<file path="config.mk">
export PLATFORM = sky130hd
export DESIGN_NAME = dhcp_reply_parser_unit
export DESIGN_NICKNAME = d
export VERILOG_FILES = /design/src/design/dhcprp_pkg.sv /design/src/design/dhcprp_parse.sv /design/src/design/dhcp_reply_parser_unit.sv
export SDC_FILE = /design/constraint.sdc
export NUM_CORES = 2
export LEC_CHECK = 0
export BUFFER_PORTS_ARGS = -buffer_cell sky130_fd_sc_hd__buf_4
export CAP_MARGIN = 20
export CORE_ASPECT_RATIO = 0.5
export CORE_UTILIZATION = 40
export CTS_CLUSTER_DIAMETER = 30
export DETAILED_ROUTE_END_ITERATION = 6
export GPL_TIMING_DRIVEN = 1
export MAX_ROUTING_LAYER = met4
export SKIP_LAST_GASP = 1
export SLEW_MARGIN = 20
export SYNTH_ARGS = -nofsm -noshare
export SYNTH_HDL_FRONTEND = slang
export SYNTH_SLANG_ARGS = --single-unit
</file>
<file path="constraint.sdc">
create_clock -name clk -period 17.1 [get_ports clk]
set_input_delay 1.71 -clock clk [delete_from_list [all_inputs] [get_ports clk]]
set_output_delay 1.71 -clock clk [all_outputs]
set_load 0.01 [all_outputs]
</file>
<file path="src/design/dhcprp_pkg.sv">
// Shared types and constants for the DHCP reply parser.
// Used by dhcprp_parse and dhcp_reply_parser_unit; no dependencies.
package dhcprp_pkg;

  // Bytes at this position and beyond are not parsed (1024 .. 65535).
  localparam int unsigned MAX_PACKET_BYTES = 1024;

  localparam int POS_W     = 16;
  localparam int NUM_SLOTS = 6;

  localparam logic [POS_W-1:0] POS_OP        = 16'd0;
  localparam logic [POS_W-1:0] POS_XID_LO    = 16'd4;
  localparam logic [POS_W-1:0] POS_XID_HI    = 16'd7;
  localparam logic [POS_W-1:0] POS_YIADDR_LO = 16'd16;
  localparam logic [POS_W-1:0] POS_YIADDR_HI = 16'd19;
  localparam logic [POS_W-1:0] POS_MSGTYPE   = 16'd240;
  localparam logic [POS_W-1:0] POS_MSGVAL    = 16'd242;
  localparam logic [POS_W-1:0] POS_MAX       = 16'hFFFF;
  // Last byte at this position or later gives at least 243 bytes.
  localparam logic [POS_W-1:0] POS_MIN_LAST  = 16'd242;

  localparam logic [7:0] BOOTREPLY   = 8'd2;
  localparam logic [7:0] TYPE_OFFER  = 8'd2;
  localparam logic [7:0] TYPE_ACK    = 8'd5;
  localparam logic [7:0] OPT_PAD     = 8'd0;
  localparam logic [7:0] OPT_MASK    = 8'd1;
  localparam logic [7:0] OPT_ROUTER  = 8'd3;
  localparam logic [7:0] OPT_DNS     = 8'd6;
  localparam logic [7:0] OPT_LEASE   = 8'd51;
  localparam logic [7:0] OPT_MSGTYPE = 8'd53;
  localparam logic [7:0] OPT_SERVER  = 8'd54;
  localparam logic [7:0] OPT_END     = 8'd255;

  localparam logic [2:0] ADDR_BYTES = 3'd4;

  localparam logic [2:0] SLOT_IP     = 3'd0;
  localparam logic [2:0] SLOT_MASK   = 3'd1;
  localparam logic [2:0] SLOT_GW     = 3'd2;
  localparam logic [2:0] SLOT_DNS    = 3'd3;
  localparam logic [2:0] SLOT_SERVER = 3'd4;
  localparam logic [2:0] SLOT_LEASE  = 3'd5;

  typedef enum logic [1:0] {
    PHASE_CODE  = 2'd0,
    PHASE_LEN   = 2'd1,
    PHASE_VALUE = 2'd2,
    PHASE_DONE  = 2'd3
  } phase_t;

  typedef enum logic [1:0] {
    KIND_NONE      = 2'd0,
    KIND_OFFER     = 2'd1,
    KIND_ACK       = 2'd2,
    KIND_TYPE_SEEN = 2'd3
  } kind_t;

  typedef logic [NUM_SLOTS-1:0][31:0] slot_vals_t;

  typedef struct packed {
    logic [7:0] payload_byte;
    logic       last_byte;
  } in_item_t;

  typedef struct packed {
    logic        accepted;
    logic [1:0]  message_kind;
    logic        bound;
    logic [31:0] offered_ip;
    logic [31:0] subnet_mask;
    logic [31:0] gateway_ip;
    logic [31:0] dns_ip;
    logic [31:0] server_ip;
    logic [31:0] lease_seconds;
  } out_item_t;

  // Per-packet parse state.
  typedef struct packed {
    logic [POS_W-1:0]     byte_position;
    logic                 header_match;
    logic [31:0]          xid_shift;
    kind_t                kind_seen;
    phase_t               option_phase;
    logic [7:0]           option_code;
    logic [7:0]           option_remaining;
    logic [2:0]           option_offset;
    logic [31:0]          value_shift;
    slot_vals_t           pending_values;
    logic [NUM_SLOTS-1:0] pending_valid;
  } parse_state_t;

  localparam parse_state_t PARSE_RESET = '{
    byte_position:    '0,
    header_match:     1'b1,
    xid_shift:        '0,
    kind_seen:        KIND_NONE,
    option_phase:     PHASE_CODE,
    option_code:      '0,
    option_remaining: '0,
    option_offset:    '0,
    value_shift:      '0,
    pending_values:   '0,
    pending_valid:    '0
  };

endpackage

</file>
<file path="src/design/dhcprp_parse.sv">
// Next-state logic of the reply parser for one payload byte.
// Depends on dhcprp_pkg.
module dhcprp_parse import dhcprp_pkg::*; (
  input  parse_state_t cur,
  input  logic [7:0]   payload_byte,
  input  logic [31:0]  transaction_id,
  output parse_state_t nxt,
  output kind_t        reply_kind
);

  logic [POS_W-1:0] pos;
  logic [31:0]      xid_new;
  logic [31:0]      val_new;
  logic [2:0]       off_new;
  logic [7:0]       rem_new;
  logic             slot_hit;
  logic [2:0]       slot_idx;

  assign pos = cur.byte_position;

  // Map caught option codes to their slots.
  always_comb begin
    slot_hit = 1'b1;
    slot_idx = SLOT_MASK;
    case (cur.option_code)
      OPT_MASK:   slot_idx = SLOT_MASK;
      OPT_ROUTER: slot_idx = SLOT_GW;
      OPT_DNS:    slot_idx = SLOT_DNS;
      OPT_SERVER: slot_idx = SLOT_SERVER;
      OPT_LEASE:  slot_idx = SLOT_LEASE;
      default:    slot_hit = 1'b0;
    endcase
  end

  always_comb begin
    nxt     = cur;
    xid_new = {cur.xid_shift[23:0], payload_byte};
    val_new = {cur.value_shift[23:0], payload_byte};
    off_new = cur.option_offset + 3'd1;
    rem_new = cur.option_remaining - 8'd1;

    if (pos < POS_W'(MAX_PACKET_BYTES)) begin
      if (pos == POS_OP && payload_byte != BOOTREPLY) begin
        nxt.header_match = 1'b0;
      end
      if (pos inside {[POS_XID_LO:POS_XID_HI]}) begin
        nxt.xid_shift = xid_new;
        if (pos == POS_XID_HI && xid_new != transaction_id) begin
          nxt.header_match = 1'b0;
        end
      end
      // Assemble yiaddr big-endian.
      if (pos inside {[POS_YIADDR_LO:POS_YIADDR_HI]}) begin
        nxt.value_shift = val_new;
        if (pos == POS_YIADDR_HI) begin
          nxt.pending_values[SLOT_IP] = val_new;
          nxt.pending_valid[SLOT_IP]  = 1'b1;
        end
      end
      if (pos == POS_MSGTYPE) begin
        nxt.kind_seen = (payload_byte == OPT_MSGTYPE) ? KIND_TYPE_SEEN : KIND_NONE;
      end
      if (pos == POS_MSGVAL && cur.kind_seen == KIND_TYPE_SEEN) begin
        nxt.kind_seen = (payload_byte == TYPE_OFFER) ? KIND_OFFER :
                        (payload_byte == TYPE_ACK)   ? KIND_ACK   : KIND_NONE;
      end
      // Option walk from the message type option onward.
      if (pos >= POS_MSGTYPE) begin
        case (cur.option_phase)
          PHASE_CODE: begin
            if (payload_byte == OPT_END) begin
              nxt.option_phase = PHASE_DONE;
            end else if (payload_byte != OPT_PAD) begin
              nxt.option_code  = payload_byte;
              nxt.option_phase = PHASE_LEN;
            end
          end
          PHASE_LEN: begin
            nxt.option_remaining = payload_byte;
            nxt.option_offset    = '0;
            nxt.value_shift      = '0;
            nxt.option_phase     = (payload_byte != 8'd0) ? PHASE_VALUE : PHASE_CODE;
          end
          PHASE_VALUE: begin
            if (cur.option_offset < ADDR_BYTES) begin
              nxt.value_shift   = val_new;
              nxt.option_offset = off_new;
              if (off_new == ADDR_BYTES && slot_hit) begin
                nxt.pending_values[slot_idx] = val_new;
                nxt.pending_valid[slot_idx]  = 1'b1;
              end
            end
            nxt.option_remaining = rem_new;
            if (rem_new == 8'd0) begin
              nxt.option_phase = PHASE_CODE;
            end
          end
          default: ;
        endcase
      end
    end

    if (pos != POS_MAX) begin
      nxt.byte_position = pos + 16'd1;
    end
  end

  // Verdict if this byte closes the packet.
  always_comb begin
    reply_kind = KIND_NONE;
    if (pos >= POS_MIN_LAST && nxt.header_match &&
        (nxt.kind_seen == KIND_OFFER || nxt.kind_seen == KIND_ACK)) begin
      reply_kind = nxt.kind_seen;
    end
  end

endmodule

</file>
<file path="src/design/dhcp_reply_parser_unit.sv">
// Top level of the DHCP client reply parser: byte handshake, parse state,
// stored lease values and a two-entry result buffer. Depends on dhcprp_pkg
// and dhcprp_parse.
//
// The unit takes one payload byte per clock, starting at the BOOTP op
// field, with last_byte set on the final byte. Each byte is folded into the
// parse state in the cycle it is accepted; the only path is the per-byte
// next-state logic between the state registers and the result register.
// On the last byte a result is registered (skid stage on a stall): accepted
// and message_kind (0 ignored, 1 offer, 2 ack), the bound flag, and the
// stored yiaddr, subnet mask, router, DNS server, server id and lease time.
// An OFFER that matches op 2 and the configured transaction id, and is at
// least 243 bytes long, commits every value it carried; an ACK only sets
// bound. Ignored packets report the values as they stand. Throughput is one
// byte per cycle; in_ready drops only when two finished results are waiting
// on out_ready (the output register and its skid stage are both full).
// transaction_id is written through the cfg channel, which is always
// ready; write it only between packets.
module dhcp_reply_parser_unit import dhcprp_pkg::*; (
  input  logic        clk,
  input  logic        rst,

  input  logic        cfg_valid,
  output logic        cfg_ready,
  input  logic [31:0] cfg_data,

  input  logic        in_valid,
  output logic        in_ready,
  input  in_item_t    in_item,

  output logic        out_valid,
  input  logic        out_ready,
  output out_item_t   out_item
);

  logic         [31:0] transaction_id;
  parse_state_t        pstate;
  parse_state_t        pstate_next;
  kind_t               reply_kind;
  slot_vals_t          stored_values;
  slot_vals_t          stored_values_next;
  logic                bound_flag;
  logic                bound_flag_next;
  out_item_t           result;
  logic                skid_valid;
  out_item_t           skid_item;
  logic                in_fire;
  logic                push;
  logic                out_stall;

  assign cfg_ready = 1'b1;
  assign in_ready  = !skid_valid;
  assign in_fire   = in_valid && in_ready;
  assign push      = in_fire && in_item.last_byte;
  assign out_stall = out_valid && !out_ready;

  dhcprp_parse u_parse (
    .cur            (pstate),
    .payload_byte   (in_item.payload_byte),
    .transaction_id (transaction_id),
    .nxt            (pstate_next),
    .reply_kind     (reply_kind)
  );

  // Commit pending values on a good OFFER; any good reply binds.
  always_comb begin
    stored_values_next = stored_values;
    for (int i = 0; i < NUM_SLOTS; i++) begin
      if (reply_kind == KIND_OFFER && pstate_next.pending_valid[i]) begin
        stored_values_next[i] = pstate_next.pending_values[i];
      end
    end
    bound_flag_next = bound_flag || (reply_kind != KIND_NONE);

    result.accepted      = (reply_kind != KIND_NONE);
    result.message_kind  = reply_kind;
    result.bound         = bound_flag_next;
    result.offered_ip    = stored_values_next[SLOT_IP];
    result.subnet_mask   = stored_values_next[SLOT_MASK];
    result.gateway_ip    = stored_values_next[SLOT_GW];
    result.dns_ip        = stored_values_next[SLOT_DNS];
    result.server_ip     = stored_values_next[SLOT_SERVER];
    result.lease_seconds = stored_values_next[SLOT_LEASE];
  end

  // Control and kept state.
  always_ff @(posedge clk) begin
    if (rst) begin
      transaction_id <= '0;
      pstate         <= PARSE_RESET;
      stored_values  <= '0;
      bound_flag     <= 1'b0;
      out_valid      <= 1'b0;
      skid_valid     <= 1'b0;
    end else begin
      if (cfg_valid && cfg_ready) begin
        transaction_id <= cfg_data;
      end
      if (in_fire) begin
        if (in_item.last_byte) begin
          // Close the packet: commit and start over.
          pstate        <= PARSE_RESET;
          stored_values <= stored_values_next;
          bound_flag    <= bound_flag_next;
        end else begin
          pstate <= pstate_next;
        end
      end
      if (out_stall) begin
        // Hold the output; park a new result in the skid stage.
        if (push) begin
          skid_valid <= 1'b1;
        end
      end else if (skid_valid) begin
        out_valid  <= 1'b1;
        skid_valid <= 1'b0;
      end else begin
        out_valid <= push;
      end
    end
  end

  // Result payload registers.
  always_ff @(posedge clk) begin
    if (out_stall) begin
      if (push) begin
        skid_item <= result;
      end
    end else if (skid_valid) begin
      out_item <= skid_item;
    end else if (push) begin
      out_item <= result;
    end
  end

endmodule
</file>
# After elaboration in Yosys (flattened, before gate mapping)

Index checks and enable logic that the tools add are counted.

Register bits: 913
Input bits: 46
Output and inout port bits: 199

Magnitude comparators: 10
Bitwise operators: 2
Mux-type cells: 47
Reduce and logical (&&, ||, !) cells: 48
Equality and inequality tests: 27
Add/subtract/negate cells: 3

Operator list:

| cell                                                                   | count |
|---|---|
| 198-bit two-way mux                                                    | 2 |
| 196-bit two-way mux                                                    | 2 |
| 32-bit two-way mux                                                     | 11 |
| 302-bit two-way mux                                                    | 1 |
| 286-bit two-way mux                                                    | 1 |
| 251-bit two-way mux                                                    | 1 |
| 233-bit two-way mux                                                    | 1 |
| 192-bit bitwise mux                                                    | 1 |
| 32-bit demux with 3-bit select                                         | 1 |
| 43-bit case mux with 2 select lines                                    | 1 |
| 33-bit two-way mux                                                     | 1 |
| 16-bit by 8-bit == test with 1-bit output, second input constant       | 2 |
| 16-bit by 8-bit >= comparator with 1-bit output, second input constant | 2 |
| 32-bit inequality test                                                 | 1 |
| 8-bit by 6-bit == test with 1-bit output, second input constant        | 3 |
| 1-bit logical AND                                                      | 18 |
| 2-bit two-way mux                                                      | 9 |
| 16-bit by 1-bit adder with 16-bit output, second input constant        | 1 |
| 16-bit by 3-bit == test with 1-bit output, second input constant       | 1 |
| 16-bit by 5-bit == test with 1-bit output, second input constant       | 1 |
| 8-bit by 2-bit == test with 1-bit output, second input constant        | 2 |
| 8-bit by 3-bit == test with 1-bit output, second input constant        | 2 |
| 16-bit by 3-bit >= comparator with 1-bit output, second input constant | 1 |
| 16-bit by 5-bit >= comparator with 1-bit output, second input constant | 1 |
| 43 further kinds                                                       | 70 |

# Logic depth before layout (Yosys ltp)

Depth after elaboration: 21
Depth in mapped cells: 11
Depth with buffers taken out: 8

# Modules after synthesis

From an unflattened synthesis, not the netlist that was laid out.

Cells, all modules: 3698
Area total of the unflattened synthesis: 42871.1 um^2

By module, submodules not included:

| module                 | cells an instance | area an instance (um^2) | seq. area each (um^2) | times used |
|---|---|---|---|---|
| dhcp_reply_parser_unit | 3138              | 37945.1                 | 22361.4               | 1 |
| dhcprp_parse           | 560               | 4926.0                  | 0.0                   | 1 |

# Worst setup path before layout

Ideal clock, no wire load.

Path kind: input port to flip-flop
Start: input in_item[0] (netlist bit)
End: register out_item[0] (netlist bit), enable pin
Path slack: 3.841 ns
Cell stages on the path: 6
Data required time: 16.282 ns
Arrival time: 12.440 ns
Path through: clkbuf_1 > clkbuf_1 > clkbuf_1 > buf_1 > a21oi_1 > a21oi_1

Word-level cells in the longest chain between the ends: 3

RTL lines:

| item                          | line                          | RTL |
|---|---|---|
| from (decl)                   | dhcp_reply_parser_unit.sv:29  | `input in_item_t in_item,` |
| 1-bit logical AND             | dhcp_reply_parser_unit.sv:54  | `assign push = in_fire && in_item.last_byte;` |
| 2-bit nonzero test (no line)  | -                             |  |
| 2-bit AND reduction (no line) | -                             |  |
| to (signal assigned)          | dhcp_reply_parser_unit.sv:130 | `out_item <= skid_item;` |
| to (signal assigned)          | dhcp_reply_parser_unit.sv:132 | `out_item <= result;` |
| to (decl)                     | dhcp_reply_parser_unit.sv:33  | `output out_item_t out_item` |

Every way passes these cells.
A chain may end at the register's enable or synchronous reset.

# Final worst setup path

Start: input in_item[5] (netlist bit)
End: register stored_values[11] (netlist bit)

Word-level cells in the longest chain between the ends: 12
Elaborated cells on any way between the ends: 25
Classes of those cells: eq/ne: 8; mux: 11; reduce/logical: 6

RTL lines:

| item                                                                   | line                                     | RTL |
|---|---|---|
| 8-bit by 6-bit == test with 1-bit output, or another cell as far along | dhcprp_parse.sv:61                       | `nxt.kind_seen = (payload_byte == OPT_MSGTYPE) ? KIND_TYPE_SEEN : KIND_NONE;` |
| 2-bit two-way mux, or another cell as far along                        | dhcprp_parse.sv:61                       |  |
| 2-bit two-way mux, or another cell as far along                        | dhcprp_parse.sv:60                       | `if (pos == POS_MSGTYPE) begin` |
| 2-bit two-way mux / 1-bit two-way mux (equally long branches)          | dhcprp_parse.sv:63, dhcprp_parse.sv:48   |  |
| 286-bit two-way mux (*)                                                | dhcprp_parse.sv:42                       | `if (pos < POS_W'(MAX_PACKET_BYTES)) begin` |
| 2-bit by 1-bit == test with 1-bit output, or another cell as far along | dhcprp_parse.sv:112                      | `(nxt.kind_seen == KIND_OFFER \|\| nxt.kind_seen == KIND_ACK)) begin` |
| 1-bit logical OR / 1-bit logical AND (equally long branches)           | dhcprp_parse.sv:112, dhcprp_parse.sv:111 |  |
| 1-bit logical AND                                                      | dhcprp_parse.sv:111                      | `if (pos >= POS_MIN_LAST && nxt.header_match &&` |
| 2-bit two-way mux (*)                                                  | dhcprp_parse.sv:111                      |  |
| 2-bit by 1-bit == test with 1-bit output (*)                           | dhcp_reply_parser_unit.sv:69             | `if (reply_kind == KIND_OFFER && pstate_next.pending_valid[i]) begin` |
| 1-bit logical AND (*)                                                  | dhcp_reply_parser_unit.sv:69             |  |
| 32-bit two-way mux (*)                                                 | dhcp_reply_parser_unit.sv:69             |  |
| to (signal assigned)                                                   | dhcp_reply_parser_unit.sv:103            | `stored_values <= stored_values_next;` |
| to (decl)                                                              | dhcp_reply_parser_unit.sv:40             | `slot_vals_t stored_values;` |

Mark *: on every way between the ends. The rest lies on a longest branch, timed or not. The select of a mux whose other input is x is not followed.

==> reports/metrics.csv <==
stage,metric,value,unit
grt,antenna_found_initial,2,
place,dp_hpwl,82.0,mm
sta,hold_violations,0,
routing,drc_errors,0,
synth,synth_edf_count,392,
final_layout,syn_to_final_growth,18.1,%
synth,syn_area_per_cell,10.1,sq um
clock_network,cts_resized,0,
outcome,status,finished clean,
sta,relSlewSlack,12.8,%
min_path,hold_path_class,reg2reg,
grt,grt_pass1_vias,31407,
floorplan,die_y,229,um
synth,synth_cell_types,75,
critical_path,cp_common_cell,buf_4,
floorplan,start_util,40.7,%
grt,grt_usage,25.9,%
sta,tightest_slew,1300,ps
critical_path,start_kind,primary input,
clock_network,cts_tree,yes,
clock_network,cts_buffer_depth,3,
pwr,p_leak,0.0184,uW
critical_path,path_depth,10,
clock_network,ctsHoldBuffers,0,
critical_path,arrival,5860,ps
grt,grt_pass1_wl,199,mm
critical_path,critical-path-max-stage-delay,670,ps
routing,totalWireLength,135,mm
routing,drtIter0Drc,3902,
sta,fin_crit_sh,31.0,%
synth,synth_top_area_share,28.7,%
floorplan,fp-row-count,82,
sta,grt_setup_unrepaired,false,
clock_network,cts_sinks,905,
final_layout,layout-drive-gt1-share,15.7,%
routing,drtAntennaViolNets,0,
critical_path,crit_chain,buf_4 > nor4_1 > and4b_1 > o41ai_4 > a2111oi_4 > buf_4 > buf_4 > and2_0 > buf_4 > a211oi_1,
synth,yosys-top-cells-count,"513 x dfxtp_1, 392 x edfxtp_1, 373 x nor2_1, 342 x a21oi_1, 330 x nand2_1",
synth,yosysMostFrequentCell,dfxtp_1,
clock_network,numCtsBuffers,133,
clock_network,insertion_delay,760,ps
pwr,power.density,109,mW/mm^2
synth,synth_warnings,0,
routing,routed_via_density,6.02,
synth,synth_area_leaders,"edfxtp_1 29%, dfxtp_1 25%, mux2i_1 4.8%, a21oi_1 4.2%, a22oi_1 3.9%",
place,port_buffers,243,
synth,netlist_area,0.0411,sq mm
flow_run,drv_cap,0,
critical_path,crit_end,stored_values[11],
critical_path,crit_path_start,in_item[5],
routing,vias,33499,
floorplan,core-area,0.101,sq mm
final_layout,fin_util,48.0,%
synth,ys_ff_latch,905,
grt,grt_overflow,0,
final_layout,fin_nets,4165,
floorplan,num_io_pins,245,
synth,syn-num-nets,4118,
critical_path,slowest_stage,a2111oi_4,
sta,drv_slew,0,
min_path,min_path_cells,2,
clock_network,htree_levels,4,
clock_network,path_clk_slew,50,ps
floorplan,fp.dieArea,0.104,sq mm
sta,fin_crit,5300,ps
synth,synthCells,4062,
floorplan,die_width,455,um
critical_path,cpLargestDelayFamily,buffers and inverters,
critical_path,path_class,in2reg,
grt,grt_max_degree,124,
clock_network,clockRootBuffer,clkbuf_16,
critical_path,reg2reg_to,stored_values[11],
routing,wl_per_cell,24.2,um
clock_network,post_cts_buffers,0,
place,routabilityCongestion,0.847,
critical_path,rr_worst_depth,9,
critical_path,crit_buf_inv,4,
synth,async_flop_share,0,%
synth,yosysTopAreaCell,edfxtp_1,
sta,final-setup-viol-count,0,
sta,finalSetupTns,0,ps
synth,synth_top_flop_cell,dfxtp_1,
critical_path,cp_max_fo,68,
critical_path,worstSetupEndpointType,flop,
sta,fin_skew,42.9,ps
pwr,ir_drop,0.0658,mV
synth,synth_seq_area_share,53.7,%
critical_path,regToRegSetupSlack,12040,ps
critical_path,cp.required,17650,ps
critical_path,rr_startpoint,pstate[296],
sta,fmax,189,MHz
routing,drtPass1Iterations,7,
-- registers in the layout (all words and copies together), names as in the netlist --
name,cells
out_item,196
out_valid,1
stored_values,192
skid_item,196
bound_flag,1
transaction_id,32
pstate,286
skid_valid,1
-- through the flow --
step           instances  hold slack (ps)  power, uW  area (sq um)  setup slack [ps]
2_1_floorplan       4062              427       2420         41100              3840
3_3_place_gp        5318              435       2480         43800             11340
3_5_place_dp        5318              447       2480         43800             11180
4_1_cts             5565              453       5330         48500             11970
5_1_grt             5566              491       5440         48500             11660
6_report            5566              454       5290         48500             11800
-- cells in the final DEF (no fill, tap or decap), drive strengths merged, types with 11 or more instances in the layout --
master,netlist,final
clkbuf,316,171
o21ai,148,148
dfxtp,513,513
or3,73,73
buf,90,318
and3,39,39
mux2,32,32
a22oi,215,215
nor2,373,373
clkinv,2,41
nand2,330,330
xor2,36,36
mux2i,195,195
edfxtp,392,392
o31a,25,25
o31ai,35,35
inv,83,95
bufinv,0,14
clkinvlp,0,11
a22o,56,56
nand3,77,77
a21oi,342,342
nor2b,68,68
nor4,17,17
nor3,25,25
a221oi,65,65
xnor2,14,14
nand2b,43,43
a32oi,25,25
a221o,32,32
o211a,24,24
o221a,25,25
a2bb2oi,66,66
a21o,67,67
a211oi,66,66
a311oi,64,64
-- per-layer routing --
metal | up-vias | track usage [%] | routed length (um)
li1 | 15266 | - | -
met1 | 16559 | 34.6 | 58700
met2 | 1404 | 37.0 | 59400
met3 | 270 | 6.72 | 11800
met4 | 0 | 10.3 | 4820
met5 | - | - | 0
-- cells by family (layout without fill, tap and decap cells) --
logic type	Yosys count	after routing	share of synthesized area, %
simple gates	1081	1081	12.1
fa+ha+maj	10	10	0.305
flops	905	905	53.7
compound gates	1297	1297	22.4
mux	227	227	5.63
buf+inv	491	650	4.77
other cells	1	2	0.00913
xor+xnor	50	50	1.07
-- cell type report --
type                            instances  area, sq um
Antenna cell                            1         2.50
Clock buffer                          171         3790
Clock inverter                         76          898
Fill cell                            9196        52500
Inverter                               85          319
Multi-Input combinational cell       2666        17300
Sequential cell                       905        22000
Tap cell                             1344         1680
Timing Repair Buffer                  318         2420
-- tightest hold or removal path, stage by stage, from the launching register on --
cell and delay (ps):
dfxtp_1 300, nand2_1 50, a21oi_1 50
-- where the power goes --
group / leakage, uW / switching (uW) / total [uW] / internal (uW)
Sequential: 0.00769 / 13.7 / 2290 / 2270
Clock: 0.00228 / 1060 / 2850 / 1800
Combinational: 0.00841 / 105 / 150 / 44.8
Total: 0.0184 / 1180 / 5290 / 4110
-- worst min-delay path by stage --
stage                            from           to  slack [ps]
after floorplan           pstate[247]  pstate[247]         430
after global placement    pstate[247]  pstate[247]         430
after detailed placement  pstate[248]  pstate[248]         450
after CTS                 pstate[248]  pstate[248]         450
after global routing      pstate[247]  pstate[247]         490
final                     pstate[248]  pstate[248]         450
No activity file was read; power rests on OpenSTA's default activity.
